--- config.mk ---
export PLATFORM = sky130hd
export DESIGN_NAME = qph_home
export DESIGN_NICKNAME = d
export VERILOG_FILES = /design/src/hdl/quadratic_probe_hash_table_unit_assert.svh /design/src/hdl/qph_pkg.sv /design/src/hdl/qph_home.sv
export SDC_FILE = /design/constraint.sdc
export NUM_CORES = 1
export LEC_CHECK = 0
export ABC_AREA = 0
export ABC_CLOCK_PERIOD_IN_PS = 1850
export BUFFER_PORTS_ARGS = -buffer_cell sky130_fd_sc_hd__clkbuf_2
export CAP_MARGIN = 20
export CORE_AREA = 2 2 39 41
export CTS_CLUSTER_DIAMETER = 40
export DETAILED_ROUTE_END_ITERATION = 12
export DIE_AREA = 0 0 41 43
export SLEW_MARGIN = 10
export SYNTH_ARGS = -nofsm -noshare
export SYNTH_HDL_FRONTEND = slang
export SYNTH_SLANG_ARGS = --single-unit
--- constraint.sdc ---
create_clock -name clock -period 1.85 [get_ports clock]
set_clock_uncertainty 0.1 [all_clocks]
set_input_delay 0.37 -clock clock [delete_from_list [all_inputs] [get_ports clock]]
set_output_delay 0.37 -clock clock [all_outputs]
set_load 0.01 [all_outputs]
--- src/hdl/quadratic_probe_hash_table_unit_assert.svh ---
// Assertion macros for the quadratic probe hash table unit.
`ifndef QUADRATIC_PROBE_HASH_TABLE_UNIT_ASSERT_SVH
`define QUADRATIC_PROBE_HASH_TABLE_UNIT_ASSERT_SVH
`ifndef SYNTH
// same-cycle implication
`define QPH_ASSERT_NOW(label, clk, rst, ante, cons) \
   label: assert property (@(posedge clk) disable iff (rst) (ante) |-> (cons)) \
      else $error("qph assertion failed");
// next-cycle implication
`define QPH_ASSERT_NEXT(label, clk, rst, ante, cons) \
   label: assert property (@(posedge clk) disable iff (rst) (ante) |=> (cons)) \
      else $error("qph assertion failed");
`else
`define QPH_ASSERT_NOW(label, clk, rst, ante, cons)
`define QPH_ASSERT_NEXT(label, clk, rst, ante, cons)
`endif
`endif

--- src/hdl/qph_pkg.sv ---
// Types, codes and key helpers shared by the hash table unit.
package qph_pkg;

   localparam int KEY_W      = 64;
   localparam int IP_W       = 32;
   localparam int SUM_W      = 11;
   localparam int SLOT_OUT_W = 7;

   // probe step coefficients: slot(i) = home + C1*i + C2*i*i
   localparam int C1 = 1;
   localparam int C2 = 3;

   localparam logic [1:0] ST_OK        = 2'd0;
   localparam logic [1:0] ST_NOT_FOUND = 2'd1;
   localparam logic [1:0] ST_FULL      = 2'd2;
   localparam logic [1:0] ST_EMPTY_KEY = 2'd3;

   localparam logic [1:0] ACT_INSERT = 2'd0;
   localparam logic [1:0] ACT_LOOKUP = 2'd1;
   localparam logic [1:0] ACT_UPDATE = 2'd2;
   localparam logic [1:0] ACT_REMOVE = 2'd3;

   typedef struct packed {
      logic             used;
      logic             deleted;
      logic [KEY_W-1:0] key;
   } qph_meta_type;

   typedef struct packed {
      logic rd_en;
      logic meta_we;
      logic ip_we;
   } qph_ctl_type;

   // keep the top nbytes bytes, up to the first zero byte
   function automatic logic [KEY_W-1:0] shape_key(input logic [KEY_W-1:0] raw,
                                                  input int nbytes);
      logic [KEY_W-1:0] res;
      logic             stop;
      logic [7:0]       bt;
      res  = '0;
      stop = 1'b0;
      for (int b = 0; b < 8; b++) begin
         bt = raw[KEY_W-8-8*b +: 8];
         if (b >= nbytes || bt == 8'd0) begin
            stop = 1'b1;
         end
         if (!stop) begin
            res[KEY_W-8-8*b +: 8] = bt;
         end
      end
      return res;
   endfunction

   function automatic logic [SUM_W-1:0] key_byte_sum(input logic [KEY_W-1:0] key);
      logic [SUM_W-1:0] sum;
      sum = '0;
      for (int b = 0; b < 8; b++) begin
         sum = sum + SUM_W'(key[8*b +: 8]);
      end
      return sum;
   endfunction

endpackage

--- src/hdl/qph_home.sv ---
// Home slot: byte sum modulo table size by reciprocal multiply, two stages.
module qph_home import qph_pkg::*; #(
   parameter int TABLE_ENTRIES = 128
) (
   input  logic                             clock,
   input  logic                             reset,
   input  logic                             start,
   input  logic [SUM_W-1:0]                 sum,
   output logic                             home_valid,
   output logic [$clog2(TABLE_ENTRIES)-1:0] home
);
   localparam int SW    = $clog2(TABLE_ENTRIES);
   localparam int SH    = 22;
   localparam int RCP_W = SH;
   localparam int NW    = $clog2(TABLE_ENTRIES + 1);
   localparam int MW    = SUM_W + NW;
   localparam logic [RCP_W-1:0] RCP = RCP_W'((64'd1 << SH) / TABLE_ENTRIES);

   logic                   v1_ff, v1_in, v2_ff, v2_in;
   logic [SUM_W-1:0]       sum1_ff, q_ff, q_in;
   logic [SUM_W+RCP_W-1:0] prod;
   logic [MW-1:0]          qn, rem, rem_fix;
   logic [SW-1:0]          home_ff, home_in;

   // quotient estimate is exact or one short
   assign prod = (SUM_W+RCP_W)'(sum) * (SUM_W+RCP_W)'(RCP);
   assign q_in = prod[SH +: SUM_W];

   assign qn      = MW'(q_ff) * MW'(TABLE_ENTRIES);
   assign rem     = MW'(sum1_ff) - qn;
   assign rem_fix = (rem >= MW'(TABLE_ENTRIES)) ? rem - MW'(TABLE_ENTRIES) : rem;
   assign home_in = rem_fix[SW-1:0];

   assign v1_in = start;
   assign v2_in = v1_ff;

   always_ff @(posedge clock) begin
      if (reset) begin
         v1_ff <= 1'b0;
         v2_ff <= 1'b0;
      end else begin
         v1_ff <= v1_in;
         v2_ff <= v2_in;
      end
   end

   always_ff @(posedge clock) begin
      sum1_ff <= sum;
      q_ff    <= q_in;
      home_ff <= home_in;
   end

   assign home_valid = v2_ff;
   assign home       = home_ff;
endmodule

==> out/qor.yml, run 1 <==
status: "complete, no violations"
post_cts_resized: 0
worst_slew_pin_slew_ns: 0.0979
fp.dieW_um: 41
synth_top_cells_by_area: "dfxtp_1 96%, nor2b_1 3.8%"
n_fill_cell: 135
avgSynthCellArea_sq_um: 18.5
vias: 186
gp_congestion: 0.608
yosysWarnings: 0
leakage_nw: 0.231
antenna_found_initial: 0
postPlaceCellArea_sq_um: 438
wl_per_cell_um: 8.31
ys_types: 2
synth-seq-cells: 16
drtIter0Drc: 1
synthFlopType: "dfxtp_1"
drc_errors: 0
ios: 22
crit_required_ns: 1.38
maxSlewHeadroom_pct: 93.5
critPathKind: "register to output pin"
ir_drop_uv: 436
swShare_pct: 18.4
grt_pass1_wl_um: 696
cp_top_family: "flip-flops"
synth_top_area_share_pct: 96.2
syn_area_sq_um: 333
setup_violations: 0
design_area_sq_um: 474
p_per_area_mw_per_mm2: 1280
dieArea_sq_mm: 0.00176
yosys.area.top_type: "dfxtp_1"
crit_path_start_kind: "register"
core_sq_mm: 0.00138
switching_power_mw: 0.112
cp_cell_sequence: "clkbuf_2"
clk_pin_slew_ns: 0.09
clock_path_buffers: 2
power.total_mw: 0.607
diodes: 0
grt_overflow: 0
critical-path-max-stage-delay_ns: 0.32
die_h_um: 43
wirelength_um: 457
io_buffer_count: 17
cts_hold_buf: 0
fmax_mhz: 840
cts_sinks: 16
hold_class: "input pin to register"
htreeDepth: 1
fin_crit_sh_pct: 64.3
final_core_util_pct: 34.3
drive_above_1_share_pct: 53.8
initial_core_util_pct: 24.1
numCtsBuffers: 3
nNetsFinal: 54
hold_violations: 0
drt-vias-per-instance: 3.38
p_int_mw: 0.495
clock_latency_ns: 0.28
cts_tree: "built"
synth_nets: 32
rsz0062_at_grt: "false"
holdWs_ns: 0.0885
synthCells: 18
synth_seq_area_share_pct: 96.2
synth_edf_count: 0
seq_power_share_pct: 60.3
synth-async-reset-ratio_pct: 0
synth_common_cells: "16 x dfxtp_1, 2 x nor2b_1"
maxCapViolations: 0
grt_max_degree: 10
drt_pass1_iterations: 2
crit_path_top_delay_cell: "dfxtp_1"
crit_buf_inv: 1
slew_viol_final: 0
fp-row-count: 14
tns_ns: 0
post_cts_buffers: 0
area_growth_pct: 42.5
fin_crit_ns: 1.19
grt_pass1_vias: 185
combPwrFrac_pct: 3.9
ant_nets: 0
cp.arrival_ns: 0.72
yosysMostFrequentCell: "dfxtp_1"
cp_max_fo: 1
grt_usage_pct: 7.09
cts-root-buf: "clkbuf_4"
power_frac_clock_pct: 35.8
worstSetupEndpointType: "output pin"
-- registers in the layout, summed over array words and instances (netlist names) --
signal      count
home            7
sum1_ff         7
home_valid      1
v1_ff           1
-- power by group through the flow --
stage / Combinational (mW) / Clock (mW) / Sequential, mW
finish: 0.0236 / 0.217 / 0.366
global route: 0.0265 / 0.244 / 0.369
CTS: 0.0241 / 0.228 / 0.367
detailed placement: 0.0240 / 0 / 0.375
floorplan: 0.00131 / 0 / 0.379
global placement: 0.0234 / 0 / 0.374
-- layout by cell type (no fill, tap or decap), drive strengths merged --
cell / synthesis / layout
nor2b: 2 / 2
clkbuf: 0 / 21
dfxtp: 16 / 16
-- layer usage --
layer  routed length (um)  vias up  global-route usage, %
met1                  202       71                   6.62
met5                    0        -                      0
met2                  154       20                   7.50
met3                  100        0                   10.5
met4                    0        0                   4.00
li1                     -       95                      -
-- cell families after synthesis --
logic type | after synthesis | share of synthesized area, %
flops | 16 | 96.2
simple gates | 2 | 3.76
-- layout make-up --
type                       count  area, sq um  area share [%]
sequential                    16          320            67.5
timing repair buffer          17         85.1            17.9
clock buffer                   4         36.3            7.65
tap                           16         20.0            4.22
multi-input combinational      2         12.5            2.64
-- worst paths after layout --
check | start | endpoint | slack (ns) | cells past startpoint
setup / recovery | home[6] | home[6] | 0.66 | 1
setup reg to reg | v1_ff | home_valid | 1.23 | 1
hold / removal | sum[4] | sum1_ff[4] | 0.09 | 1
hold reg to reg | sum1_ff[2] | home[2] | 0.23 | 0
-- per-stage QoR --
stage / instances / setup slack, ns
2_1_floorplan: 18 / 1.05
3_3_place_gp: 51 / 0.959
3_5_place_dp: 51 / 0.962
4_1_cts: 55 / 0.640
5_1_grt: 55 / 0.600
6_report: 55 / 0.660
Power figures use the tool's default switching activity.
==> inputs of run 2 (changes only) <==
--- a/config.mk
+++ b/config.mk
@@ -6,7 +6,7 @@
 export NUM_CORES = 1
 export LEC_CHECK = 0
 export ABC_AREA = 0
-export ABC_CLOCK_PERIOD_IN_PS = 1850
+export ABC_CLOCK_PERIOD_IN_PS = 1210
 export BUFFER_PORTS_ARGS = -buffer_cell sky130_fd_sc_hd__clkbuf_2
 export CAP_MARGIN = 20
 export CORE_AREA = 2 2 39 41
==> constraint.sdc (replaced) <==
create_clock -name clock -period 1.21 [get_ports clock]
set_clock_uncertainty 0.1 [all_clocks]
set_input_delay 0.242 -clock clock [delete_from_list [all_inputs] [get_ports clock]]
set_output_delay 0.242 -clock clock [all_outputs]
set_load 0.01 [all_outputs]
==> run 2 against run 1 <==
Utilization increased by 5.1 points. Power increased by 56%. Final cell count increased by 13%. Sequential cell count unchanged. Clock power increased by 53%. Via count increased by 15%. Register-to-register slack got worse by 0.64 ns. Global-route usage increased by 0.91 points. Largest power group unchanged. Critical path type unchanged. First-iteration DRC count unchanged.
==> out/qor.yml, run 2 (synthesis gave the netlist of run 1 again) <==
leakage_nw: 0.260
io_buffer_count: 17
maxSlewHeadroom_pct: 92.8
worst_slew_pin_slew_ns: 0.108
fin_crit_sh_pct: 87.9
fmax_mhz: 940
ir_drop_uv: 679
maxCapViolations: 0
crit_buf_inv: 1
diodes: 0
post_cts_buffers: 0
clock_path_buffers: 2
crit_required_ns: 0.87
clk_pin_slew_ns: 0.09
grt_usage_pct: 8.00
critical-path-max-stage-delay_ns: 0.32
switching_power_mw: 0.175
die_h_um: 43
wl_per_cell_um: 8.39
grt_overflow: 0
cp_max_fo: 1
worstSetupEndpointType: "output pin"
swShare_pct: 18.5
fp.dieW_um: 41
clock_latency_ns: 0.28
ios: 22
cts-root-buf: "clkbuf_4"
p_per_area_mw_per_mm2: 1740
initial_core_util_pct: 24.1
power_frac_clock_pct: 35.2
nNetsFinal: 61
cp.arrival_ns: 0.72
ant_nets: 0
gp_congestion: 0.608
wirelength_um: 520
rrSetupSlack_ns: 0.59
grt_max_degree: 10
seq_power_share_pct: 59.1
hold_violations: 0
antenna_found_initial: 0
drive_above_1_share_pct: 45.7
hold_class: "input pin to register"
rsz0062_at_grt: "false"
setup_violations: 0
holdWs_ns: 0.0286
grt_pass1_vias: 228
core_sq_mm: 0.00138
tns_ns: 0
vias: 213
layout_common_cells: "17 x clkbuf_2, 16 x dfxtp_1, 7 x dlygate4sd3_1"
slew_viol_final: 0
n_fill_cell: 129
htreeDepth: 1
grt_pass1_wl_um: 828
fin_crit_ns: 1.06
drtIter0Drc: 1
mostFrequentLayoutCell: "clkbuf_2"
p_int_mw: 0.772
drt-vias-per-instance: 3.44
cts_sinks: 16
drc_errors: 0
combPwrFrac_pct: 5.7
crit_path_start_kind: "register"
cp_cell_sequence: "clkbuf_2"
cts_tree: "built"
critPathKind: "register to output pin"
cp_top_family: "flip-flops"
fp-row-count: 14
drt_pass1_iterations: 2
dieArea_sq_mm: 0.00176
status: "complete, no violations"
crit_path_top_delay_cell: "dfxtp_1"
area_growth_pct: 63.5
numCtsBuffers: 3
run 2: worst paths after layout:
path / from / to / depth (start not counted)
worst max-delay path: home[6] / home[6] / 1
worst min-delay path: reset / home_valid / 2
worst max register to register: v1_ff / home_valid / 1
worst min register to register: sum1_ff[2] / home[2] / 0
run 2: area by class of cell:
cell class	instances	area [sq um]	area share, %
flip-flops and latches	16	320	58.9
repair buffers	24	155	28.5
clock buffers	4	36.3	6.67
well taps	16	20.0	3.68
multi-input cells	2	12.5	2.30
run 2: power by group through the flow:
| stage | clock network [mW] | registers (mW) | logic, mW |
|---|---|---|---|
| 3_5_place_dp | 0 | 0.573 | 0.0368 |
| 6_report | 0.333 | 0.560 | 0.0540 |
| 3_3_place_gp | 0 | 0.572 | 0.0358 |
| 5_1_grt | 0.372 | 0.564 | 0.0596 |
| 2_1_floorplan | 0 | 0.579 | 0.00200 |
| 4_1_cts | 0.348 | 0.560 | 0.0542 |
run 2: layer usage:
metal / up-vias / wire (um) / track usage [%]
li1: 110 / - / -
met1: 83 / 220 / 6.95
met2: 20 / 216 / 10.6
met3: 0 / 83 / 9.42
met4: 0 / 0 / 4.00
met5: - / 0 / 0
run 2: timing repair:
item / 4_1_cts / 5_1_grt
endpoints found under the setup margin: 0 / 0
endpoints found under the hold margin: 7 / 0
gates resized for setup: 0 / 0
hold buffers: 7 / 0
run 2: per-stage QoR:
| step | utilization [%] | instances | total power, mW | setup WS (ns) | instance area [sq um] |
|---|---|---|---|---|---|
| after floorplan | - | 18 | 0.581 | 0.537 | 333 |
| after global placement | 31.6 | 51 | 0.608 | 0.447 | 438 |
| after detailed placement | 31.6 | 51 | 0.609 | 0.450 | 438 |
| after CTS | 39.3 | 62 | 0.963 | 0.128 | 544 |
| after global routing | 39.3 | 62 | 0.996 | 0.0881 | 544 |
| final | 39.3 | 62 | 0.947 | 0.146 | 544 |
==> inputs of run 3 (changes only) <==
--- a/config.mk
+++ b/config.mk
@@ -5,7 +5,7 @@
 export SDC_FILE = /design/constraint.sdc
 export NUM_CORES = 1
 export LEC_CHECK = 0
-export ABC_AREA = 0
+export ABC_AREA = 1
 export ABC_CLOCK_PERIOD_IN_PS = 1210
 export BUFFER_PORTS_ARGS = -buffer_cell sky130_fd_sc_hd__clkbuf_2
 export CAP_MARGIN = 20
==> run 3 against run 2 <==
Worst hold slack got worse by 0.00074 ns. Critical path type unchanged. Sequential cell count did not move. Maximum frequency fell by 0.18%. Routed wire length did not move. Clock-buffer cell count did not move. Synthesized area rose by 0.75%. Clock power barely moved. Final cell count rose by 3.2%. Global-route usage fell by 0.40 points. Sequential power barely moved. Non-clock buffer count did not move.
==> out/qor.yml, run 3 <==
status: "complete, no violations"
n_fill_cell: 140
fmax_mhz: 938
diodes: 0
htreeDepth: 1
ios: 22
grt_overflow: 0
drt_pass1_iterations: 2
avgSynthCellArea_sq_um: 16.8
layout_common_cells: "17 x clkbuf_2, 16 x dfxtp_1, 7 x dlygate4sd3_1"
core_sq_mm: 0.00138
yosys.area.top_type: "dfxtp_1"
initial_core_util_pct: 24.2
maxSlewHeadroom_pct: 94.2
cp_top_family: "flip-flops"
grt_pass1_wl_um: 828
r2r_cells: 2
yosysWarnings: 0
synth_top_area_share_pct: 95.5
crit_required_ns: 0.87
reg2reg_to: "home_valid"
multi_input_area_sq_um: 7.51
cp_cell_sequence: "clkbuf_2"
clock_path_buffers: 2
layout.cells.non_filler: 64
critical-path-max-stage-delay_ns: 0.32
r2r_start: "v1_ff"
mostFrequentLayoutCell: "clkbuf_2"
hold_depth: 2
worstHoldStart: "reset"
fin_crit_ns: 1.07
synth_seq_area_share_pct: 95.5
area_growth_pct: 63.1
cts_tree: "built"
ff_latch_area_sq_um: 320
clock_latency_ns: 0.27
leakage_nw: 0.268
maxCapViolations: 0
synth-async-reset-ratio_pct: 0
drt-vias-per-instance: 3.36
crit_buf_inv: 1
synthCells: 20
wl_per_cell_um: 8.13
nNetsFinal: 63
grt_pass1_vias: 229
drc_errors: 0
dpl.cell_count: 53
tns_ns: 0
post_cts_resized: 0
crit_path_start_kind: "register"
grt_max_degree: 10
wirelength_um: 520
crit_path_top_delay_cell: "dfxtp_1"
gp_congestion: 0.626
antenna_found_initial: 0
ant_nets: 0
synth_top_cells_by_area: "dfxtp_1 96%, inv_1 2.2%, nor2_1 2.2%"
cts-root-buf: "clkbuf_4"
critPathKind: "register to output pin"
rrSetupSlack_ns: 0.63
hold_violations: 0
hold_class: "input pin to register"
synth_common_cells: "16 x dfxtp_1, 2 x inv_1, 2 x nor2_1"
syn_area_sq_um: 335
drtIter0Drc: 3
worstSetupEndpointType: "output pin"
cts_sinks: 16
grt_usage_pct: 7.61
setup_violations: 0
slew_viol_final: 0
ir_drop_uv: 632
worst_slew_pin_slew_ns: 0.0863
min_to: "v1_ff"
synth-seq-cells: 16
io_buffer_count: 17
numCtsBuffers: 3
yosysMostFrequentCell: "dfxtp_1"
die_h_um: 43
synth_nets: 34
ys_types: 3
dieArea_sq_mm: 0.00176
cp.arrival_ns: 0.72
cp_max_fo: 1
fp-row-count: 14
synth_edf_count: 0
clk_pin_slew_ns: 0.09
synthFlopType: "dfxtp_1"
vias: 215
drive_above_1_share_pct: 43.8
fin_crit_sh_pct: 88.1
fp.dieW_um: 41
p_per_area_mw_per_mm2: 1740
rsz0062_at_grt: "false"
==> run 3: cell count changes in the layout (fill, tap and decap cells not counted) <==
cell and change:
inv_1 +2, nor2_1 +2, nor2b_1 -2
==> run 3: area by class of cell <==
cell class                      instances  area share, %
Sequential cell                        16           58.6
Timing Repair Buffer                   24           28.4
Clock buffer                            4           6.64
Tap cell                               16           3.66
Multi-Input combinational cell          2           1.37
Inverter                                2           1.37
==> run 3: worst max path at each step <==
stage / start / to / cells after the start
final: home[3] / home[3] / 1
after global routing: home[1] / home[1] / 1
after CTS: home[3] / home[3] / 1
after detailed placement: home[3] / home[3] / 1
after global placement: home[0] / home[0] / 1
after floorplan: home[0] / home[0] / 0
==> run 3: cell families after synthesis <==
kind of cell           share of synthesized area (%)
flip-flops                                      95.5
AND/OR/NAND/NOR                                 2.24
buffers and inverters                           2.24
==> run 3: report_power, final <==
part | internal [mW] | switching, mW
Clock | 0.183 | 0.153
Combinational | 0.0345 | 0.0197
Sequential | 0.554 | 0.00636
Total | 0.771 | 0.179
==> run 3: through the flow <==
step	power [mW]	cell area (sq um)	worst slack [ns]	utilization [%]	hold WS [ns]
3_3_place_gp	0.609	440	0.445	31.8	0.213
5_1_grt	0.995	547	0.0973	39.5	0.0296
6_report	0.951	547	0.144	39.5	0.0278
3_5_place_dp	0.610	440	0.445	31.8	0.212
2_1_floorplan	0.581	335	0.537	-	0.170
4_1_cts	0.965	547	0.125	39.5	0.0112
==> run 3: layer usage <==
layer | vias up | part of all wire [%] | global-route usage, %
met3 | 2 | 14 | 3.14
met1 | 81 | 46 | 9.30
met4 | 0 | 1.3 | 8.00
met5 | - | 0 | 0
met2 | 18 | 38 | 9.06
li1 | 114 | - | -
==> run 3: worst reg2reg max path, cell delays in order, from the launching register on <==
cell	delay [ns]
dfxtp_1	0.32
inv_1	0.03
nor2_1	0.07
==> run 3: what timing repair did <==
action	in CTS	in global routing
setup buffers	0	0
endpoints found under the hold margin	7	0
hold buffers	7	0
